$ cat src/hw/rtl/greedy_graph_coloring_top_macros.svh
// Assertion macros shared by the graph coloring RTL.
`ifndef GREEDY_GRAPH_COLORING_TOP_MACROS_SVH
`define GREEDY_GRAPH_COLORING_TOP_MACROS_SVH

// Same-cycle implication, checked outside reset.
`define GGC_ASSERT_IMP(lbl, clk, rst_n, ante, cons) \
    lbl: assert property (@(posedge clk) disable iff (!(rst_n)) (ante) |-> (cons)) \
        else $error("ggc assertion failed");

// Next-cycle implication, checked outside reset.
`define GGC_ASSERT_NXT(lbl, clk, rst_n, ante, cons) \
    lbl: assert property (@(posedge clk) disable iff (!(rst_n)) (ante) |=> (cons)) \
        else $error("ggc assertion failed");

`endif

$ cat src/hw/rtl/ggc_pkg.sv
// Types and constants for the greedy graph coloring block.
`timescale 1ns / 1ps

package ggc_pkg;

    // Input command codes
    localparam logic [1:0] CMD_NEIGHBOR = 2'd0;
    localparam logic [1:0] CMD_CLOSE    = 2'd1;
    localparam logic [1:0] CMD_START    = 2'd2;

    // Configuration port
    localparam int         CFG_ADDR_W     = 3;
    localparam int         CFG_DATA_W     = 32;
    localparam logic       REG_NODE_COUNT = 1'b0;
    localparam int         NODE_COUNT_W   = 11;
    localparam logic [10:0] NODE_COUNT_RST = 11'd1024;

    localparam int COLOR_W = 6;
    localparam int INDEX_W = 10;

    typedef struct packed {
        logic [1:0]         command;
        logic [INDEX_W-1:0] neighbor_index;
        logic               last_neighbor;
    } t_in_item;

    typedef struct packed {
        logic [INDEX_W-1:0] node_index;
        logic [COLOR_W-1:0] assigned_color;
        logic               color_overflow;
        logic               bad_neighbor;
        logic               final_node;
    } t_out_item;

    // Color store write request (address travels separately, width varies)
    typedef struct packed {
        logic               en;
        logic [COLOR_W-1:0] color;
    } t_store_wr;

endpackage

$ cat src/hw/rtl/ggc_cfg.sv
// Configuration register file (node_count) behind an APB-style port.
`timescale 1ns / 1ps

module ggc_cfg (
    input  logic                                i_clk,
    input  logic                                i_rst_n,
    input  logic                                psel,
    input  logic                                penable,
    input  logic                                pwrite,
    input  logic [ggc_pkg::CFG_ADDR_W-1:0]      paddr,
    input  logic [ggc_pkg::CFG_DATA_W-1:0]      pwdata,
    output logic [ggc_pkg::CFG_DATA_W-1:0]      prdata,
    output logic                                pready,
    output logic [ggc_pkg::NODE_COUNT_W-1:0]    o_node_count
);

    logic [ggc_pkg::NODE_COUNT_W-1:0] r_node_count;
    logic                             wr_hit;

    // register index sits above the byte offset
    assign wr_hit = psel && penable && pwrite && (paddr[2] == ggc_pkg::REG_NODE_COUNT);

    always_ff @(posedge i_clk) begin
        if (!i_rst_n) begin
            r_node_count <= ggc_pkg::NODE_COUNT_RST;
        end else if (wr_hit) begin
            r_node_count <= pwdata[ggc_pkg::NODE_COUNT_W-1:0];
        end
    end

    // read back; unused index reads zero
    always_comb begin
        if (paddr[2] == ggc_pkg::REG_NODE_COUNT) begin
            prdata = ggc_pkg::CFG_DATA_W'(r_node_count);
        end else begin
            prdata = '0;
        end
    end

    assign pready       = 1'b1;
    assign o_node_count = r_node_count;

endmodule

$ cat config.mk
export PLATFORM = sky130hd
export DESIGN_NAME = ggc_cfg
export DESIGN_NICKNAME = d
export VERILOG_FILES = /design/src/hw/rtl/greedy_graph_coloring_top_macros.svh /design/src/hw/rtl/ggc_pkg.sv /design/src/hw/rtl/ggc_cfg.sv
export SDC_FILE = /design/constraint.sdc
export NUM_CORES = 1
export LEC_CHECK = 0
export BUFFER_PORTS_ARGS = -buffer_cell sky130_fd_sc_hd__buf_2
export CAP_MARGIN = 20
export CORE_ASPECT_RATIO = 0.6
export CORE_MARGIN = 1.5
export CORE_UTILIZATION = 29
export CTS_CLUSTER_SIZE = 16
export DETAILED_ROUTE_END_ITERATION = 16
export PLACE_DENSITY = 0.77
export SLEW_MARGIN = 20
export SYNTH_ARGS = -nofsm -noshare
export SYNTH_HDL_FRONTEND = slang
export SYNTH_SLANG_ARGS = --single-unit
$ cat constraint.sdc
create_clock -name i_clk -period 0.8 [get_ports i_clk]
set_input_delay 0.08 -clock i_clk [delete_from_list [all_inputs] [get_ports i_clk]]
set_output_delay 0.08 -clock i_clk [all_outputs]
set_load 0.05 [all_outputs]
==> results.py <==
metrics = {
    "outcome": {
        "status": "finished, violations left",
        "violations": "negative setup slack",
    },
    "timing": {
        "fin_crit_ns": 0.9612,
        "setup_tns_ns": -2.351,
        "worst_hold_slack_ns": 0.08061,
        "fin_ws_ns": -0.1612,
        "setup_violations": 22,
        "drv_slew": 0,
        "max_freq_mhz": 1040,
        "timing.final.crit_share_pct": 120.1,
        "hold_viol": 0,
        "fin_worst_skew_ns": 0,
        "rsz0062_at_grt": "yes",
    },
    "yosys": {
        "syn_avg_cell_area_um2": 8.446,
        "ys_seq_area_share_pct": 31.04,
        "ys_async_sr_fraction_pct": 0,
        "synth_cells": 84,
        "synthTopCellsByCount": "buf_4 (22), nand2_1 (20), nor2b_1 (12)",
        "yosysTopAreaCellShare_pct": 31.04,
        "ys_types": 10,
        "syn_area_um2": 709.4,
        "synth_top_area_cell": "dfxtp_1",
        "synth-edff-count": 0,
        "yosysMostFrequentCell": "buf_4",
        "ys.flop_type": "dfxtp_1",
        "yosys_warnings": 0,
        "ys_top_cells_by_area": "dfxtp_1 (31%), buf_4 (23%), mux2i_1 (16%)",
        "ys_seq_elements": 11,
    },
    "route": {
        "postRouteAntennaNets": 0,
        "drtIter0Drc": 9,
        "vias": 615,
        "post_drt_via_cell_ratio": 3.892,
        "wire_per_inst_um": 10.69,
        "first_pass_iters": 3,
        "routed_wl_mm": 1.689,
        "drc": 0,
    },
    "cells_and_area": {
        "stdcell_count": 158,
        "nets": 169,
        "drive_above_1_share_pct": 57.03,
        "diodes": 0,
        "fillers": 221,
        "final_util_pct": 54.85,
        "area_growth_pct": 73.54,
        "largest_register_ffs": 11,
    },
    "global_route": {
        "grt_pass1_wl_mm": 2.421,
        "grt_max_degree": 13,
        "grt_antenna_before_repair": 0,
        "grtUsageTotal_pct": 12.65,
        "grt_overflow": 0,
        "grt_pass1_vias": 589,
    },
    "min_path": {
        "worst_hold_path_type": "input pin to flip-flop",
    },
    "power": {
        "vdd_ir_drop_max_uv": 846.6,
        "leakagePower_nw": 0.5508,
        "power_density_nw_per_um2": 1315,
    },
    "floorplanning": {
        "boundaryPins": 84,
        "die-area_um2": 2762,
        "core_area_um2": 2245,
        "rows": 13,
        "start_util_pct": 31.61,
        "die_y_um": 41.31,
        "die_x_um": 66.85,
    },
    "place": {
        "placed_cells": 148,
        "gp_congestion": 0.6767,
        "pre_cts_ws_ns": -0.1904,
        "dp_hpwl_mm": 1.175,
        "io_buffer_count": 38,
    },
    "critical_path": {
        "crit_required_ns": 0.72,
        "timing.critical_path.cells": "nor2b_4 > buf_6",
        "crit_path_start_kind": "flip-flop",
        "cp-end-kind": "primary output",
        "crit_path_top_delay_cell": "dfxtp_4",
        "worst_path_largest_cell_delay_ns": 0.35,
        "regToRegSetupSlack_ns": 0.03,
        "path_class": "flip-flop to primary output",
        "crit_fanout": 3,
        "arrival_ns": 0.88,
    },
    "flow_run": {
        "drv_cap": 0,
    },
    "clocking": {
        "clk_latency_ns": 0.23,
        "cts_buffer_depth": 2,
        "ctsHtreeMaxLevel": 1,
        "tritoncts": "built",
        "cts_hold_buffers": 0,
        "clock-sinks": 11,
        "cts_buffers": 3,
        "path_clk_slew_ns": 0.05,
        "root_buffer": "clkbuf_8",
    },
}
path summary, 6_finish.rpt:
kind                         from               to  cells past startpoint
setup reg to reg  o_node_count[8]  o_node_count[8]                      4
hold reg to reg   o_node_count[3]  o_node_count[3]                      2
hold / removal          pwdata[7]  o_node_count[7]                      3
setup / recovery  o_node_count[6]        prdata[6]                      2
per-layer routing:
layer | wire [µm] | global-route usage [%]
met4 | 8 | 3.061
met5 | 0 | 0
met1 | 638 | 12.90
met3 | 152 | 6.720
met2 | 889 | 24.00
critical path: cells and delay by family, from the launching register on:
family / cells / cell delay (ns)
buffers and inverters: 1 / 0.16
flip-flops: 1 / 0.35
AND/OR/NAND/NOR: 1 / 0.14
layout make-up:
class | count | area (µm²) | share of cell area, %
Timing Repair Buffer | 46 | 442.9 | 35.98
Tap cell | 30 | 37.54 | 3.049
Clock buffer | 4 | 45.04 | 3.659
Multi-Input combinational cell | 67 | 444.2 | 36.08
Sequential cell | 11 | 261.5 | 21.24
kinds of logic after synthesis:
family,count (synthesis),synth area share [%]
other,2,1.059
muxes,11,15.52
buffers and inverters,26,28.22
DFF,11,31.04
and+or+nand+nor,34,24.16
cell usage in the layout (no fill, tap or decap):
cell / synthesis / final
buf_4: 22 / 5
conb_1: 2 / 22
buf_2: 3 / 16
dfxtp_4: 0 / 11
clkbuf_8: 0 / 3
buf_6: 0 / 16
nor2b_4: 0 / 10
nand2_2: 0 / 1
nor2b_1: 12 / 2
nand2_1: 20 / 19
mux2i_1: 11 / 11
buf_8: 0 / 7
buf_12: 1 / 2
and4b_4: 1 / 1
and2b_4: 0 / 1
clkbuf_1: 0 / 1
what timing repair did:
item / 4_1_cts / 5_1_grt
gates resized for setup: 40 / 13
setup endpoints to repair: 22 / 23
setup buffers: 3 / 3
hold endpoints to repair: 0 / 0
pin swaps: 0 / 0
per-stage QoR:
stage / power [mW] / instance area (µm²)
6_report: 1.618 / 1231
2_1_floorplan: 1.029 / 903.4
5_1_grt: 1.703 / 1231
4_1_cts: 1.623 / 1161
3_3_place_gp: 1.023 / 970.9
3_5_place_dp: 1.028 / 970.9
power by group:
part           switching (mW)  internal [mW]  total, mW
Combinational           0.388          0.136      0.524
Clock                   0.202          0.349      0.551
Sequential             0.0104          0.533      0.544
Total                   0.600           1.02       1.62
(Power assumes the default switching activity.)
