==> config.mk <==
export PLATFORM = sky130hd
export DESIGN_NAME = ggc_color
export DESIGN_NICKNAME = d
export VERILOG_FILES = /design/src/hw/rtl/ggc_pkg.sv /design/src/hw/rtl/ggc_color.sv
export VERILOG_INCLUDE_DIRS = /design/src /design/src/hw/rtl
export SDC_FILE = /design/constraint.sdc
export NUM_CORES = 1
export LEC_CHECK = 0
export BUFFER_PORTS_ARGS = -buffer_cell sky130_fd_sc_hd__buf_2
export CORE_AREA = 2 2 121 123
export CTS_BUF_LIST = sky130_fd_sc_hd__clkbuf_8
export CTS_CLUSTER_DIAMETER = 60
export DETAILED_ROUTE_END_ITERATION = 8
export DIE_AREA = 0 0 123 125
export MAX_ROUTING_LAYER = met4
export PLACE_DENSITY = 0.69
export SKIP_CTS_REPAIR_TIMING = 1
export SYNTH_ARGS = -nofsm -noshare
export SYNTH_HDL_FRONTEND = slang
export SYNTH_SLANG_ARGS = --single-unit
==> constraint.sdc <==
create_clock -name i_clk -period 4.2 [get_ports i_clk]
set_input_delay 0.84 -clock i_clk [delete_from_list [all_inputs] [get_ports i_clk]]
set_output_delay 0.84 -clock i_clk [all_outputs]
set_load 0.1 [all_outputs]
==> src/hw/rtl/greedy_graph_coloring_top_macros.svh <==
// Assertion macros shared by the graph coloring RTL.
`ifndef GREEDY_GRAPH_COLORING_TOP_MACROS_SVH
`define GREEDY_GRAPH_COLORING_TOP_MACROS_SVH

// Same-cycle implication, checked outside reset.
`define GGC_ASSERT_IMP(lbl, clk, rst_n, ante, cons) \
    lbl: assert property (@(posedge clk) disable iff (!(rst_n)) (ante) |-> (cons)) \
        else $error("ggc assertion failed");

// Next-cycle implication, checked outside reset.
`define GGC_ASSERT_NXT(lbl, clk, rst_n, ante, cons) \
    lbl: assert property (@(posedge clk) disable iff (!(rst_n)) (ante) |=> (cons)) \
        else $error("ggc assertion failed");

`endif

==> src/hw/rtl/ggc_pkg.sv <==
// Types and constants for the greedy graph coloring block.
`timescale 1ns / 1ps

package ggc_pkg;

    // Input command codes
    localparam logic [1:0] CMD_NEIGHBOR = 2'd0;
    localparam logic [1:0] CMD_CLOSE    = 2'd1;
    localparam logic [1:0] CMD_START    = 2'd2;

    // Configuration port
    localparam int         CFG_ADDR_W     = 3;
    localparam int         CFG_DATA_W     = 32;
    localparam logic       REG_NODE_COUNT = 1'b0;
    localparam int         NODE_COUNT_W   = 11;
    localparam logic [10:0] NODE_COUNT_RST = 11'd1024;

    localparam int COLOR_W = 6;
    localparam int INDEX_W = 10;

    typedef struct packed {
        logic [1:0]         command;
        logic [INDEX_W-1:0] neighbor_index;
        logic               last_neighbor;
    } t_in_item;

    typedef struct packed {
        logic [INDEX_W-1:0] node_index;
        logic [COLOR_W-1:0] assigned_color;
        logic               color_overflow;
        logic               bad_neighbor;
        logic               final_node;
    } t_out_item;

    // Color store write request (address travels separately, width varies)
    typedef struct packed {
        logic               en;
        logic [COLOR_W-1:0] color;
    } t_store_wr;

endpackage

==> src/hw/rtl/ggc_color.sv <==
// Coloring state and per-transaction color selection.
`timescale 1ns / 1ps
`include "greedy_graph_coloring_top_macros.svh"

module ggc_color #(
    parameter int MAX_NODES  = 1024,
    parameter int MAX_COLORS = 64,
    localparam int NODE_W    = $clog2(MAX_NODES)
) (
    input  logic                             i_clk,
    input  logic                             i_rst_n,
    input  logic                             i_adv,
    input  ggc_pkg::t_in_item                i_item,
    input  logic [ggc_pkg::COLOR_W-1:0]      i_rd_color,
    input  logic [ggc_pkg::NODE_COUNT_W-1:0] i_node_count,
    output logic                             o_res_valid,
    output ggc_pkg::t_out_item               o_result,
    output ggc_pkg::t_store_wr               o_wr,
    output logic [NODE_W-1:0]                o_wr_addr
);

    logic [NODE_W-1:0]     r_cur, n_cur;
    logic [MAX_COLORS-1:0] r_mask, n_mask;
    logic                  r_bad, n_bad;

    logic                  is_nb, is_close, is_start;
    logic [31:0]           idx32, cur32, cnt32;
    logic                  in_range, colored;
    logic [MAX_COLORS-1:0] hit, mask_nb;
    logic                  bad_nb;
    logic [ggc_pkg::COLOR_W-1:0] pick;
    logic                  ovf, final_flag, wrap;

    // decode
    assign is_nb    = (i_item.command == ggc_pkg::CMD_NEIGHBOR);
    assign is_close = (is_nb && i_item.last_neighbor) || (i_item.command == ggc_pkg::CMD_CLOSE);
    assign is_start = (i_item.command == ggc_pkg::CMD_START);

    // nodes are colored in index order, so colored means below the current node
    assign idx32    = 32'(i_item.neighbor_index);
    assign cur32    = 32'(r_cur);
    assign cnt32    = 32'(i_node_count);
    assign in_range = (idx32 < cnt32) && (idx32 < MAX_NODES);
    assign colored  = idx32 < cur32;

    // mark the neighbor's color
    always_comb begin
        for (int c = 0; c < MAX_COLORS; c++) begin
            hit[c] = (i_rd_color == ggc_pkg::COLOR_W'(c));
        end
    end

    assign mask_nb = (is_nb && in_range && colored) ? (r_mask | hit) : r_mask;
    assign bad_nb  = r_bad | (is_nb && !in_range);

    // lowest unused color, saturating when all are used
    always_comb begin
        pick = ggc_pkg::COLOR_W'(MAX_COLORS - 1);
        ovf  = 1'b1;
        for (int c = MAX_COLORS - 1; c >= 0; c--) begin
            if (!mask_nb[c]) begin
                pick = ggc_pkg::COLOR_W'(c);
                ovf  = 1'b0;
            end
        end
    end

    assign final_flag = (i_node_count != '0) && (cur32 == (cnt32 - 32'd1));
    assign wrap       = (cur32 + 32'd1) >= MAX_NODES;

    // next state
    always_comb begin
        n_cur  = r_cur;
        n_mask = r_mask;
        n_bad  = r_bad;
        priority if (is_start) begin
            n_cur  = '0;
            n_mask = '0;
            n_bad  = 1'b0;
        end else if (is_close) begin
            n_cur  = (final_flag || wrap) ? '0 : NODE_W'(cur32 + 32'd1);
            n_mask = '0;
            n_bad  = 1'b0;
        end else if (is_nb) begin
            n_mask = mask_nb;
            n_bad  = bad_nb;
        end
    end

    always_ff @(posedge i_clk) begin
        if (!i_rst_n) begin
            r_cur  <= '0;
            r_mask <= '0;
            r_bad  <= 1'b0;
        end else if (i_adv) begin
            r_cur  <= n_cur;
            r_mask <= n_mask;
            r_bad  <= n_bad;
        end
    end

    // result and store write
    assign o_res_valid              = is_close;
    assign o_result.node_index      = ggc_pkg::INDEX_W'(cur32);
    assign o_result.assigned_color  = pick;
    assign o_result.color_overflow  = ovf;
    assign o_result.bad_neighbor    = bad_nb;
    assign o_result.final_node      = final_flag;
    assign o_wr.en                  = i_adv && is_close;
    assign o_wr.color               = pick;
    assign o_wr_addr                = r_cur;

    `GGC_ASSERT_NXT(a_start_clears, i_clk, i_rst_n, i_adv && is_start, (r_cur == '0) && (r_mask == '0))
    `GGC_ASSERT_NXT(a_final_restarts, i_clk, i_rst_n, i_adv && is_close && final_flag, r_cur == '0)
    `GGC_ASSERT_NXT(a_hold_when_idle, i_clk, i_rst_n, !i_adv, $stable(r_cur) && $stable(r_mask))

endmodule

==> run summary, run 1 <==
Status = finished with violations
Failing checks = negative setup slack
Layout area overhead = 45.0%
Post-synthesis sequential area ratio = 27.1%
Maximum clock insertion buffer count = 2
Cell variety after synth = 67
WP data arrival = 3.77 ns
RSZ-0062 raised after global routing = yes
Clock-pin slew of the registers on the worst-case setup and hold paths = 0.07 ns
Final Cycle Share = 110%
Number of CTS-inserted buffers = 9
Die Area = 0.0154 mm2
Worst skew pair latency = 0.37 ns
Crit Path Category = in -> out
Highest clock rate = 0.217 GHz
Hold Worst Slack = 0.536 ns
Type of the worst min-delay path = reg -> reg
Core Area = 0.0142 mm2
Via count = 6322
Input/output buffers = 69
Initial antenna violation count = 0
Share of layout cells above drive strength 1 = 38.9%
IO Count = 70
First-pass GRT wire length = 29600 um
Fin. max-slew vios = 0
CTS tree = done
Starting Density = 39.0%
Max_cap viols = 0
DRC Markers = 0
Fillers = 1246
Clock Skew = 0.0103 ns
Power Density = 195 mW/mm2
Number of diodes = 0
CTS Root Cell = clkbuf_8
Slew headroom = 26.5%
Nets@finish = 953
Final Worst Setup Slack = -0.413 ns
Chip height = 125 um
Startpoint types = primary input
Clk sinks = 75
Predominant post-synthesis flop cell = dfxtp_1
Final TNS setup = -4.68 ns
Leakage = 0.00299 uW
Vias per inst = 5.81
Asr flop ratio synth = 0%
Syn Area/Cell = 7.75 um2
Yosys Warn Count = 0
ANT nets after route = 0
Fin util = 56.5%
First-pass DRT Iterations = 7
Mapped Nets = 767
Area occupied by multi-input gates = 0.00409 mm2
Drt total wl = 19500 um
Seq cells post-synth = 75
Post-DP HPWL = 14000 um
Vias in the first global route = 5656
Cell Rows = 44
CTS H-tree lvls = 3
Post-layout power = 1560 uW
Largest net degree at the start of global routing = 76
Die X = 123 um
Register area = 0.00153 mm2
Worst IR Drop VDD = 0.000177 V
Worst setup EP type = primary output
Synthesized area = 0.00554 mm2
Clock period minus final worst setup slack = 4.61 ns
Initial drt markers = 617
Routability cong. = 0.994
Final setup vio count = 13
EDFF count, synth = 0
WL/cell = 17.9 um
Crit Path Max Fanout = 8
Final Hold Fails = 0
Slew at the pin closest to its max-slew limit = 1.10 ns
Synth Instances = 714
Overall routing resource usage = 24.9%
Worst Path Required = 3.36 ns
Total gr overflow = 0
## worst paths after layout
| check | start | endpoint | slack [ns] | cells past startpoint |
|---|---|---|---|---|
| worst max-delay path | i_node_count[2] | o_result[2] | -0.41 | 14 |
| worst min-delay path | r_mask[55] | r_mask[55] | 0.54 | 2 |
| worst max register to register | o_wr_addr[5] | o_wr_addr[8] | 1.45 | 12 |
| worst min register to register | r_mask[55] | r_mask[55] | 0.54 | 2 |
## metrics by stage
stage	instance area, um2	instances	setup slack, ns
6_report	8020	1089	-0.413
5_1_grt	8020	1089	-0.535
4_1_cts	7510	1076	-0.647
3_5_place_dp	7320	1060	-0.620
3_3_place_gp	7320	1060	-0.555
2_1_floorplan	5760	714	-1.53
## layout by cell type (no fill, tap or decap), types with 7 or more instances in the layout
cell / Yosys / final
a21o_1: 7 / 7
a21oi_1: 25 / 20
a22oi_1: 64 / 64
a31o_2: 9 / 8
a31oi_1: 41 / 30
and3_1: 10 / 8
buf_12: 0 / 16
buf_2: 3 / 55
buf_4: 21 / 156
clkbuf_8: 0 / 9
dfxtp_1: 75 / 66
ha_1: 20 / 15
inv_1: 25 / 27
nand2_1: 34 / 32
nand2b_1: 10 / 10
nand3_1: 12 / 9
nand4_1: 7 / 7
nor2_1: 66 / 55
nor2_2: 0 / 9
nor2b_1: 78 / 77
nor3_1: 22 / 16
nor4_1: 9 / 7
o21ai_0: 17 / 12
o21ai_1: 9 / 10
or3_1: 7 / 7
xnor2_1: 12 / 12
## synth_stat cells, drive strengths merged, types with 11 or more instances
cell    count  area (um2)
nor2b      78         488
dfxtp      75        1500
nor2       66         248
a22oi      64         480
a31oi      41         257
nand2      34         128
clkbuf     31         116
buf        29         221
o21ai      26         130
a21oi      25         125
inv        25        93.8
nor3       22         110
ha         20         250
nand3      12        60.1
xnor2      12         105
nor4       11        81.3
## worst max-delay path: stages
cell,delay (ns)
buf_2,0.11
inv_1,0.09
ha_4,0.22
a21o_1,0.18
a31oi_4,0.17
o22a_1,0.25
and3_4,0.28
buf_12,0.16
a31oi_1,0.11
or4_4,0.59
nor3_2,0.19
buf_4,0.14
and4b_1,0.25
buf_12,0.19
## final cells by class
cell class              count  share of cell area [%]
multi-input cells         554                    51.0
flip-flops and latches     75                    19.0
well taps                 184                    2.87
inverters                  25                    1.17
clock inverters             7                   0.858
repair buffers            235                    23.5
clock buffers               9                    1.54
## layer usage
| layer | GRT usage [%] | routed length (um) |
|---|---|---|
| met5 | - | 0 |
| met4 | 8.22 | 470 |
| met3 | 3.06 | 1510 |
| met2 | 35.9 | 8790 |
| met1 | 35.9 | 8690 |
## sequential cells by signal, summed over array words and instances (netlist names)
signal and flops:
o_wr_addr 10, r_bad 1, r_mask 64
## cells by family (layout without fill, tap and decap cells)
group | after synthesis | after routing | synth area share (%)
AND/OR/NAND/NOR | 286 | 286 | 28.1
AO/OA/AOI/OAI | 233 | 233 | 30.1
buffers and inverters | 85 | 276 | 7.80
flip-flops | 75 | 75 | 27.1
adder cells (fa/ha/maj) | 20 | 20 | 4.52
XOR/XNOR | 14 | 14 | 2.22
multiplexers | 1 | 1 | 0.181
## power breakdown
group          internal [uW]  switching (uW)
sequential               708           0.665
combinational            114             177
clock                    274             290
Power figures use the tool's default switching activity.
==> run 2, diff against run 1 <==
--- a/config.mk
+++ b/config.mk
@@ -12,6 +12,7 @@
 export CTS_CLUSTER_DIAMETER = 60
 export DETAILED_ROUTE_END_ITERATION = 8
 export DIE_AREA = 0 0 123 125
+export GPL_TIMING_DRIVEN = 0
 export MAX_ROUTING_LAYER = met4
 export PLACE_DENSITY = 0.69
 export SKIP_CTS_REPAIR_TIMING = 1
==> run 2 against run 1 <==
The run still ends with negative setup slack left. Total power rose by 0.66%. Die area stayed put. Critical path depth decreased by 1. Final cell count is 9.0% lower. Register-to-register slack worse by 0.61 ns. Fmax decreased by 6.0%. First-iteration DRC count grew 13%. Hold slack improved by 0.0016 ns. Sequential share of layout area up 1.8 points. Final area is 8.5% lower. Critical path type unchanged. Critical endpoint is now o_wr[0].
==> run summary, run 2 (synthesized netlist as in run 1, its figures left out) <==
Status = finished with violations
Failing checks = negative setup slack
Fin util = 51.7%
Post-DP HPWL = 13200 um
DRC Markers = 0
First-pass GRT wire length = 27800 um
Via count = 6082
Fillers = 1307
R2r setup slk = 0.84 ns
Slew headroom = 34.8%
CTS H-tree lvls = 3
Leakage = 0.00248 uW
Drt total wl = 18800 um
Critical path's top delay family = simple AND/OR/NAND/NOR gates
Number of diodes = 0
First-pass DRT Iterations = 5
Final setup vio count = 13
Crit path largest cell delay = 0.44 ns
Type of the worst min-delay path = reg -> reg
Total gr overflow = 0
Worst IR Drop VDD = 0.000150 V
Die X = 123 um
Clock-pin slew of the registers on the worst-case setup and hold paths = 0.08 ns
Share of layout cells above drive strength 1 = 29.2%
Crit Reg-Reg Endpoint = r_mask[44]
Highest clock rate = 0.204 GHz
Dpl ws = -1.33 ns
Number of CTS-inserted buffers = 9
Startpoint types = primary input
Worst skew pair latency = 0.38 ns
Area occupied by multi-input gates = 0.00418 mm2
Most common cell after layout, fill and taps aside = nor2b_1
Max_cap viols = 0
CTS Root Cell = clkbuf_8
RSZ-0062 raised after global routing = yes
Worst hold start = o_wr_addr[2]
Hold Path End = o_wr_addr[2]
Slew at the pin closest to its max-slew limit = 0.974 ns
Post-layout power = 1570 uW
Clock period minus final worst setup slack = 4.91 ns
Starting Density = 39.0%
Crit Path Max Fanout = 9
Commonest cells after routing, fill and taps aside = nor2b_1 (76), dfxtp_1 (66), a22oi_1 (64)
WP data arrival = 4.07 ns
Largest net degree at the start of global routing = 13
Worst setup EP type = primary output
Buf+Inv Stages, Crit Path = 3
Core Area = 0.0142 mm2
CP max-delay cell = or3_1
Final Worst Setup Slack = -0.705 ns
Hold Path Depth = 2
Cells on worst reg2reg path = 11
Routability cong. = 0.985
Die Area = 0.0154 mm2
Register area = 0.00153 mm2
Maximum clock insertion buffer count = 2
WL/cell = 19.0 um
Input/output buffers = 62
Overall routing resource usage = 23.7%
Vias in the first global route = 5280
Biggest register = r_mask
Fin. max-slew vios = 0
Reg-to-Reg Start = o_wr_addr[9]
IO Count = 70
Clk sinks = 75
Cell chain of the critical path = clkbuf_1 > nand2b_1 > or3_1 > nor2_1 > a41oi_4 > nor2_2 > nand2_1 > o31a_1 > nor4_4 > o211ai_1 > nand3_4 > buf_12 > buf_12
Crit Path Category = in -> out
Worst Path Required = 3.36 ns
Initial antenna violation count = 0
Clock Skew = 0.0150 ns
ANT nets after route = 0
Initial drt markers = 695
Final Cycle Share = 117%
CTS tree = done
Cell Rows = 44
Power Density = 214 mW/mm2
Layout area overhead = 32.7%
Final Hold Fails = 0
Vias per inst = 6.14
Largest register FFs = 64
Chip height = 125 um
Cell mode on critical path = buf_12
Nets@finish = 855
-- run 2: stage by stage --
stage	hold slack (ns)	TNS (ns)	instance area [um2]	cells
6_report	0.538	-6.44	7340	991
5_1_grt	0.575	-7.98	7340	991
4_1_cts	0.535	-15.32	6520	977
3_5_place_dp	0.521	-12.80	6310	961
3_3_place_gp	0.515	-19.13	6300	960
2_1_floorplan	0.496	-6.27	5760	714
-- run 2: area by class of cell --
type / count / share of cell area, %
multi-input combinational: 554 / 57.0
sequential: 75 / 20.8
timing repair buffer: 79 / 9.06
buffer: 58 / 6.01
tap: 184 / 3.13
clock buffer: 11 / 2.06
inverter: 25 / 1.28
clock inverter: 5 / 0.716
-- run 2: worst reg2reg max path, cell delays in order, from the launching register on --
cell,delay [ns]
dfxtp_4,0.39
inv_1,0.09
ha_4,0.26
a2111oi_4,0.30
o21ai_2,0.11
a221oi_4,0.26
buf_6,0.16
nand3_1,0.19
nor3_1,0.80
clkbuf_1,0.46
a22oi_1,0.13
nor2b_1,0.13
-- run 2: layer usage --
layer | track usage (%) | part of all wire (%) | vias up
li1 | - | - | 2819
met1 | 33.4 | 44 | 2883
met2 | 33.6 | 43 | 316
met3 | 5.06 | 8.8 | 64
met4 | 8.02 | 3.9 | 0
met5 | - | 0 | -
-- run 2: power breakdown --
group	internal [uW]	switching, uW
Combinational	89.5	176
Sequential	708	1.76
Clock	304	295
-- run 2: worst max-delay path by stage --
stage	startpoint	to	cells after the start
6_report	i_rd_color[2]	o_wr[0]	13
5_1_grt	i_rd_color[2]	o_wr[0]	13
4_1_cts	o_wr_addr[6]	o_wr[0]	17
3_5_place_dp	i_item[6]	o_wr[0]	16
3_3_place_gp	i_rd_color[0]	o_wr[0]	10
2_1_floorplan	i_item[10]	o_wr[1]	14
